### src/rtl/core/mhic_pkg.sv
`default_nettype none
// ---------------------------------------------------------------------------
// mhic_pkg
// Shared types and constants of the hard-iron calibrator.
// ---------------------------------------------------------------------------
package mhic_pkg;

  localparam int AXES_MAX     = 3;
  localparam int AXES_DEFAULT = 3;

  localparam int SAMPLE_W = 16;
  localparam int CORR_W   = 17;
  localparam int TIME_W   = 32;

  localparam logic [TIME_W-1:0] CAL_WINDOW_RESET = TIME_W'(30000000);

  typedef enum logic {
    OP_SAMPLE = 1'b0,
    OP_START  = 1'b1
  } op_t;

  typedef struct packed {
    logic sample;
    logic start;
    logic track;
    logic finish;
  } cal_ctrl_t;

endpackage
`default_nettype wire

### src/rtl/core/magnetometer_hard_iron_calibrator.sv
`default_nettype none
// ---------------------------------------------------------------------------
// magnetometer_hard_iron_calibrator
// Min/max hard-iron offset calibration of a three-axis magnetometer stream.
//
// Input stream: s_axis_tuser selects a sample or a start-calibration command,
// s_axis_tdata carries the microsecond timestamp and the three raw axes.
// Output stream: one result per input item with the corrected axes in
// m_axis_tdata and the calibrating and healthy flags in m_axis_tuser.
// Configuration: cfg_wr_en writes cfg_wr_data to the window length in
// microseconds; write it only while no item is in flight.
// The item passes from the input register to the result register, which
// drives m_axis_tvalid; it moves on only while the result register is
// free or being read. Throughput is one item per cycle while the receiver
// takes every result; the offset, min/max and window state is updated
// in the same cycle that moves an item from the input to the result
// register, so the next item sees it at once.
// Reset clears all offsets, min/max and last values to zero, stops
// calibration and sets the window to 30000000 us. When the receiver stalls
// the result register holds, the input register still takes one item, and
// s_axis_tready falls only when both are full.
// ---------------------------------------------------------------------------
module magnetometer_hard_iron_calibrator
  import mhic_pkg::*;
#(
  parameter int AXES = AXES_DEFAULT
)
(
  input  wire logic              clk,
  input  wire logic              rst,
  input  wire logic              s_axis_tvalid,
  output logic                   s_axis_tready,
  // [31:0] time_us, [47:32] sample_x, [63:48] sample_y, [79:64] sample_z
  input  wire logic [79:0]       s_axis_tdata,
  // [0] op
  input  wire logic              s_axis_tuser,
  output logic                   m_axis_tvalid,
  input  wire logic              m_axis_tready,
  // [16:0] corr_x, [33:17] corr_y, [50:34] corr_z, [55:51] zero
  output logic [55:0]            m_axis_tdata,
  // [0] calibrating, [1] healthy
  output logic [1:0]             m_axis_tuser,
  input  wire logic              cfg_wr_en,
  input  wire logic [TIME_W-1:0] cfg_wr_data
);

  logic                       in_valid;
  op_t                        in_op;
  logic [TIME_W-1:0]          in_time;
  logic signed [SAMPLE_W-1:0] in_sample [AXES_MAX];
  logic                       advance;
  logic                       fire;
  cal_ctrl_t                  ctrl;
  logic                       calibrating;
  logic signed [CORR_W-1:0]   corr [AXES_MAX];
  logic [AXES_MAX-1:0]        axis_ok;
  logic                       healthy;

  assign advance       = !m_axis_tvalid || m_axis_tready;
  assign fire          = in_valid && advance;
  assign s_axis_tready = !in_valid || advance;

  always_ff @(posedge clk) begin
    if (rst) begin
      in_valid <= 1'b0;
    end else if (s_axis_tvalid && s_axis_tready) begin
      in_valid <= 1'b1;
    end else if (fire) begin
      in_valid <= 1'b0;
    end
  end

  always_ff @(posedge clk) begin
    if (s_axis_tvalid && s_axis_tready) begin
      in_op        <= op_t'(s_axis_tuser);
      in_time      <= s_axis_tdata[31:0];
      in_sample[0] <= s_axis_tdata[47:32];
      in_sample[1] <= s_axis_tdata[63:48];
      in_sample[2] <= s_axis_tdata[79:64];
    end
  end

  mhic_timer u_timer (
    .clk         (clk),
    .rst         (rst),
    .fire        (fire),
    .op          (in_op),
    .time_us     (in_time),
    .cfg_wr_en   (cfg_wr_en),
    .cfg_wr_data (cfg_wr_data),
    .ctrl        (ctrl),
    .calibrating (calibrating)
  );

  for (genvar a = 0; a < AXES_MAX; a++) begin : g_axis
    if (a < AXES) begin : g_used
      mhic_axis u_axis (
        .clk    (clk),
        .rst    (rst),
        .fire   (fire),
        .ctrl   (ctrl),
        .sample (in_sample[a]),
        .corr   (corr[a])
      );
      assign axis_ok[a] = (corr[a] != '0);
    end else begin : g_unused
      assign corr[a]    = '0;
      assign axis_ok[a] = 1'b1;
    end
  end

  assign healthy = &axis_ok;

  always_ff @(posedge clk) begin
    if (rst) begin
      m_axis_tvalid <= 1'b0;
    end else if (fire) begin
      m_axis_tvalid <= 1'b1;
    end else if (m_axis_tready) begin
      m_axis_tvalid <= 1'b0;
    end
  end

  always_ff @(posedge clk) begin
    if (fire) begin
      m_axis_tdata <= {5'b0, corr[2], corr[1], corr[0]};
      m_axis_tuser <= {healthy, calibrating};
    end
  end

  a_fire_gives_result: assert property (@(posedge clk) disable iff (rst)
    fire |=> m_axis_tvalid)
    else $error("processed item produced no result");

  a_ready_when_output_free: assert property (@(posedge clk) disable iff (rst)
    !m_axis_tvalid |-> s_axis_tready)
    else $error("input stalled with empty result register");

  a_stall_holds_input: assert property (@(posedge clk) disable iff (rst)
    in_valid && !advance |=> in_valid)
    else $error("pending item dropped during stall");

endmodule
`default_nettype wire

### src/rtl/core/mhic_timer.sv
`default_nettype none
// ---------------------------------------------------------------------------
// mhic_timer
// Calibration window control: window register, start time, active flag and
// per-item decode of start, track and finish.
// ---------------------------------------------------------------------------
module mhic_timer
  import mhic_pkg::*;
(
  input  wire logic              clk,
  input  wire logic              rst,
  input  wire logic              fire,
  input  wire op_t               op,
  input  wire logic [TIME_W-1:0] time_us,
  input  wire logic              cfg_wr_en,
  input  wire logic [TIME_W-1:0] cfg_wr_data,
  output cal_ctrl_t              ctrl,
  output logic                   calibrating
);

  logic [TIME_W-1:0] cal_window;
  logic [TIME_W-1:0] cal_start;
  logic              cal_active;
  logic [TIME_W-1:0] elapsed;
  logic              in_window;

  always_comb begin
    elapsed     = time_us - cal_start;
    in_window   = elapsed < cal_window;
    ctrl.start  = (op == OP_START);
    ctrl.sample = (op == OP_SAMPLE);
    ctrl.track  = ctrl.sample && cal_active && in_window;
    ctrl.finish = ctrl.sample && cal_active && !in_window;
    calibrating = ctrl.start || ctrl.track;
  end

  always_ff @(posedge clk) begin
    if (rst) begin
      cal_window <= CAL_WINDOW_RESET;
    end else if (cfg_wr_en) begin
      cal_window <= cfg_wr_data;
    end
  end

  always_ff @(posedge clk) begin
    if (rst) begin
      cal_active <= 1'b0;
      cal_start  <= '0;
    end else if (fire) begin
      cal_active <= calibrating;
      if (ctrl.start) begin
        cal_start <= time_us;
      end
    end
  end

  a_start_sets_active: assert property (@(posedge clk) disable iff (rst)
    fire && ctrl.start |=> cal_active)
    else $error("calibration not active after start");

  a_finish_clears_active: assert property (@(posedge clk) disable iff (rst)
    fire && ctrl.finish |=> !cal_active)
    else $error("calibration still active after window end");

  a_track_needs_active: assert property (@(posedge clk) disable iff (rst)
    ctrl.track || ctrl.finish |-> cal_active)
    else $error("tracking or finishing while calibration idle");

endmodule
`default_nettype wire

### src/rtl/core/mhic_axis.sv
`default_nettype none
// ---------------------------------------------------------------------------
// mhic_axis
// One axis: offset subtraction, min/max tracking and offset computation.
// ---------------------------------------------------------------------------
module mhic_axis
  import mhic_pkg::*;
(
  input  wire logic                       clk,
  input  wire logic                       rst,
  input  wire logic                       fire,
  input  wire cal_ctrl_t                  ctrl,
  input  wire logic signed [SAMPLE_W-1:0] sample,
  output logic signed [CORR_W-1:0]        corr
);

  localparam logic signed [CORR_W:0] SAT_HI = (CORR_W+1)'((1 << (SAMPLE_W-1)) - 1);
  localparam logic signed [CORR_W:0] SAT_LO = ~SAT_HI;

  logic signed [SAMPLE_W-1:0] offset;
  logic signed [SAMPLE_W-1:0] offset_next;
  logic signed [CORR_W-1:0]   axis_min;
  logic signed [CORR_W-1:0]   axis_max;
  logic signed [CORR_W-1:0]   last_corr;
  logic signed [CORR_W-1:0]   corr_new;
  logic signed [CORR_W:0]     span_sum;
  logic signed [CORR_W:0]     round_sum;
  logic signed [CORR_W:0]     half;

  always_comb begin
    corr_new  = CORR_W'(sample) - CORR_W'(offset);
    corr      = ctrl.sample ? corr_new : last_corr;
    span_sum  = (CORR_W+1)'(axis_min) + (CORR_W+1)'(axis_max);
    round_sum = span_sum + (CORR_W+1)'(span_sum[CORR_W]);
    half      = round_sum >>> 1;
    if (half > SAT_HI) begin
      offset_next = SAMPLE_W'(SAT_HI);
    end else if (half < SAT_LO) begin
      offset_next = SAMPLE_W'(SAT_LO);
    end else begin
      offset_next = SAMPLE_W'(half);
    end
  end

  always_ff @(posedge clk) begin
    if (rst) begin
      offset    <= '0;
      axis_min  <= '0;
      axis_max  <= '0;
      last_corr <= '0;
    end else if (fire) begin
      if (ctrl.start) begin
        offset   <= '0;
        axis_min <= last_corr;
        axis_max <= last_corr;
      end else begin
        last_corr <= corr_new;
        if (ctrl.track) begin
          if (corr_new < axis_min) begin
            axis_min <= corr_new;
          end
          if (corr_new > axis_max) begin
            axis_max <= corr_new;
          end
        end
        if (ctrl.finish) begin
          offset <= offset_next;
        end
      end
    end
  end

  a_min_not_above_max: assert property (@(posedge clk) disable iff (rst)
    axis_min <= axis_max)
    else $error("axis minimum above maximum");

endmodule
`default_nettype wire

### config.mk
export PLATFORM = sky130hd
export DESIGN_NAME = magnetometer_hard_iron_calibrator
export DESIGN_NICKNAME = d
export VERILOG_FILES = /design/src/rtl/core/mhic_pkg.sv /design/src/rtl/core/magnetometer_hard_iron_calibrator.sv /design/src/rtl/core/mhic_timer.sv /design/src/rtl/core/mhic_axis.sv
export SDC_FILE = /design/constraint.sdc
export NUM_CORES = 1
export LEC_CHECK = 0
export ABC_AREA = 0
export ABC_CLOCK_PERIOD_IN_PS = 6200
export BUFFER_PORTS_ARGS = -buffer_cell sky130_fd_sc_hd__buf_2
export CELL_PAD_IN_SITES_DETAIL_PLACEMENT = 1
export CELL_PAD_IN_SITES_GLOBAL_PLACEMENT = 2
export CORE_MARGIN = 10
export CORE_UTILIZATION = 36
export CTS_BUF_LIST = sky130_fd_sc_hd__clkbuf_8
export DETAILED_ROUTE_END_ITERATION = 7
export PLACE_DENSITY_LB_ADDON = 0.3
export SKIP_CTS_REPAIR_TIMING = 1
export SYNTH_ARGS = -nofsm -noshare
export SYNTH_HDL_FRONTEND = slang
export SYNTH_SLANG_ARGS = --single-unit
### constraint.sdc
create_clock -name clk -period 6.2 [get_ports clk]
set_input_delay 1.24 -clock clk [delete_from_list [all_inputs] [get_ports clk]]
set_output_delay 1.24 -clock clk [all_outputs]
set_load 0.1 [all_outputs]
==> qor.json <==
{
  "drive_above_1_share_pct": 13.5,
  "run_status": "complete, no violations",
  "fin_cells": 4072,
  "dp_hpwl_um": 62600,
  "area_delta_synth_final_pct": 15.4,
  "crit_path_top_delay_cell": "sky130_fd_sc_hd__or4_1",
  "via_per_inst": 5.42,
  "cp.buffers_inverters": 2,
  "netlist_area_mm2": 0.0255,
  "crit_end": "g_axis[2].g_used.u_axis.offset[1]",
  "cp-start-kind": "flip-flop",
  "final_nets": 3452,
  "number_of_placed_instances_with_taps_included": 3915,
  "initial_utilization_pct": 36.4,
  "route.final.wire_length_um": 83200,
  "grt_pass1_wl_um": 130000,
  "critPathMostFrequentCell": "sky130_fd_sc_hd__ha_1",
  "fin_crit_ns": 5.83,
  "fp.coreArea_mm2": 0.0701,
  "clkTransAtPathRegs_ns": 0.06,
  "worst_ir_drop_vdd_mv": 0.149,
  "ys_async_sr_fraction_pct": 0,
  "cts_tree": "built",
  "die-area_mm2": 0.0819,
  "rows": 97,
  "synth.ff_latch_count": 402,
  "final_setup_viols": 0,
  "max_clock_freq_mhz": 172,
  "timing.slew.headroom_pct": 28.1,
  "syn_avg_cell_area_um2": 8.87,
  "worstSkewPairLatency_ns": 0.70,
  "crit_fanout": 31,
  "clock_sinks": 402,
  "netlist_instances": 2876,
  "hold_viol_final": 0,
  "seq_area_frac_synth_pct": 36.8,
  "cellLeakagePower_nw": 11.6,
  "grt_antenna_before_repair": 4,
  "cp-end-kind": "flip-flop",
  "fin_hold_ws_ns": 0.452,
  "finClkSkew_ns": 0.0470,
  "dr.pass1.iters": 5,
  "postRouteAntennaNets": 0,
  "hold_class": "flip-flop to flip-flop",
  "dieWidth_um": 286,
  "cts-htree-levels": 3,
  "critical_path_depth": 23,
  "clock_tree.buffer_depth": 3,
  "rsz0062_at_grt": "true",
  "boundaryPins": 178,
  "grt_max_degree": 93,
  "drv.max_cap_violation_count": 0,
  "crit_type": "flip-flop to flip-flop",
  "critical_path.top_delay_family": "compound AO/OA/AOI/OAI gates",
  "worstPathCellList": "ha_1, nor2b_1, o31a_1, o31ai_1, buf_4, o22ai_1, a22oi_2, a211oi_1, or3_1, a31o_2, a21oi_1, xnor2_1, ha_1, nand4_1, or4_1, nor2_1, o221ai_1, a21oi_2, o21ai_0, a21o_1, and2_1, buf_12, a221o_1",
  "slew_violations": 0,
  "globalRouteOverflowTotal": 0,
  "clockRootBuffer": "sky130_fd_sc_hd__clkbuf_8",
  "die-height_um": 286,
  "worst_r2r_startpoint": "in_time[1]",
  "finish.utilization_pct": 42.0,
  "worst_pin_slew_ns": 1.08,
  "synth-main-ff-cell": "sky130_fd_sc_hd__dfxtp_1",
  "cts_made_buffers": 79,
  "unique_cell_type_count_in_the_yosys_netlist": 93,
  "grt.total_usage_pct": 19.7,
  "synth_edf_count": 134,
  "timing.reg2reg.worst_path_depth": 23,
  "r2r_slack_ns": 0.37,
  "worst-endpoint-arrival_ns": 6.39,
  "powerDensity_mw_per_mm2": 252,
  "cpPeakStageDelay_ns": 0.57,
  "remaining_drc_errors": 0,
  "ys.warnings.count": 0,
  "critical_path_required_ns": 6.76,
  "crit_path_start": "in_time[1]",
  "route.vias.total": 22100,
  "drt_iter0_markers": 1094,
  "fin_crit_sh_pct": 94.0,
  "r2r-end": "g_axis[2].g_used.u_axis.offset[1]",
  "place.gp.congestion": 0.882,
  "average_wire_per_cell_in_the_routed_design_um": 20.4,
  "place.port_buffers": 172,
  "grt_pass1_vias": 23200
}
power breakdown:
group	internal [mW]	switching, mW	total, mW
logic	0.561	1.03	1.59
registers	2.86	0.0776	2.94
clock network	1.61	1.28	2.89
cell usage after synthesis (42+ instances only):
| cell | count | area share (%) |
|---|---|---|
| sky130_fd_sc_hd__nor2_1 | 292 | 4.3 |
| sky130_fd_sc_hd__clkbuf_1 | 82 | 1.2 |
| sky130_fd_sc_hd__a21o_1 | 57 | 1.7 |
| sky130_fd_sc_hd__nand2_1 | 244 | 3.6 |
| sky130_fd_sc_hd__o21a_1 | 52 | 1.5 |
| sky130_fd_sc_hd__nand3_1 | 42 | 0.82 |
| sky130_fd_sc_hd__a21oi_1 | 187 | 3.7 |
| sky130_fd_sc_hd__edfxtp_1 | 134 | 16 |
| sky130_fd_sc_hd__nor3_1 | 67 | 1.3 |
| sky130_fd_sc_hd__xnor2_1 | 81 | 2.8 |
| sky130_fd_sc_hd__o21ai_0 | 104 | 2.0 |
| sky130_fd_sc_hd__ha_1 | 263 | 13 |
| sky130_fd_sc_hd__a211oi_1 | 106 | 3.1 |
| sky130_fd_sc_hd__dfxtp_1 | 268 | 21 |
| sky130_fd_sc_hd__mux2i_1 | 69 | 2.7 |
| sky130_fd_sc_hd__inv_1 | 264 | 3.9 |
cells in the final DEF (no fill, tap or decap), drive strengths merged, types with 12 or more instances in the layout:
cell      n
a211oi  109
a21boi   12
a21o     57
a21oi   189
a221o    15
a22o     15
a311oi   16
a31oi    17
and2     21
and3     23
buf     213
clkbuf   95
clkinv   17
dfxtp   268
edfxtp  134
ha      263
inv     297
mux2     24
mux2i    69
nand2   244
nand2b   17
nand3    42
nand4    33
nor2    292
nor2b    25
nor3     68
nor4     15
o211ai   21
o21a     52
o21ai   112
o21bai   15
o31ai    14
or2      17
or3      17
xnor2    81
xor2     36
worst min path at each step:
stage	slack (ns)	cells after the start	endpoint	from
CTS	0.45	2	u_timer.cal_start[27]	u_timer.cal_start[27]
floorplan	0.43	2	g_axis[0].g_used.u_axis.offset[10]	g_axis[0].g_used.u_axis.offset[10]
global placement	0.44	2	g_axis[2].g_used.u_axis.last_corr[16]	g_axis[2].g_used.u_axis.last_corr[16]
global route	0.47	2	g_axis[0].g_used.u_axis.last_corr[16]	g_axis[0].g_used.u_axis.last_corr[16]
finish	0.45	2	g_axis[0].g_used.u_axis.offset[14]	g_axis[0].g_used.u_axis.offset[14]
detailed placement	0.45	2	u_timer.cal_start[27]	u_timer.cal_start[27]
layout make-up:
type / count / area (um^2)
Fill cell: 8283 / 40700
Multi-Input combinational cell: 2099 / 14800
Sequential cell: 402 / 9390
Timing Repair Buffer: 217 / 1370
Clock buffer: 91 / 1250
Tap cell: 940 / 1180
Inverter: 265 / 997
Clock inverter: 57 / 439
Antenna cell: 1 / 2.50
sequential cells by signal, indices dropped and copies added, names as in the netlist, 32 cells and up:
| name | count |
|---|---|
| g_axis.g_used.u_axis.axis_max | 51 |
| m_axis_tdata | 51 |
| u_timer.cal_start | 32 |
| g_axis.g_used.u_axis.last_corr | 51 |
| g_axis.g_used.u_axis.axis_min | 51 |
| u_timer.cal_window | 32 |
| in_time | 32 |
| g_axis.g_used.u_axis.offset | 48 |
| in_sample | 48 |
per-layer routing:
metal,routed length (um),up-vias,GRT usage (%)
met1,37800,10800,24.7
li1,-,10700,-
met5,0,-,0
met3,3110,148,3.31
met4,2710,0,7.09
met2,39600,353,33.5
worst register-to-register path: cells and delay by family (launching register included):
kind            cells  cell delay, ns
compound gates     12            2.61
xor+xnor            1            0.08
fa+ha+maj           2            0.62
buf+inv             2            0.36
flops               1            0.44
simple gates        6            1.62
metrics by stage:
step / power, mW / setup TNS [ns] / area, um^2 / worst slack [ns]
after detailed placement: 4.55 / -11.72 / 27500 / -0.285
after global placement: 4.50 / 0 / 27500 / 0.0225
after global routing: 7.82 / -0.247 / 29400 / -0.0387
after CTS: 7.50 / -19.51 / 29200 / -0.354
after floorplan: 4.08 / 0 / 25500 / 0.464
final: 7.42 / 0 / 29400 / 0.369
cells by family (layout without fill, tap and decap cells):
logic type,Yosys count,after routing,synth area share [%]
multiplexers,93,93,3.77
flip-flops,402,402,36.8
AND/OR/NAND/NOR,860,860,15.8
buffers and inverters,380,630,5.79
adder cells (fa/ha/maj),275,275,13.6
XOR/XNOR,117,117,4.02
other,1,6,0.0147
AO/OA/AOI/OAI,748,749,20.2
No activity file was read; power rests on OpenSTA's default activity.
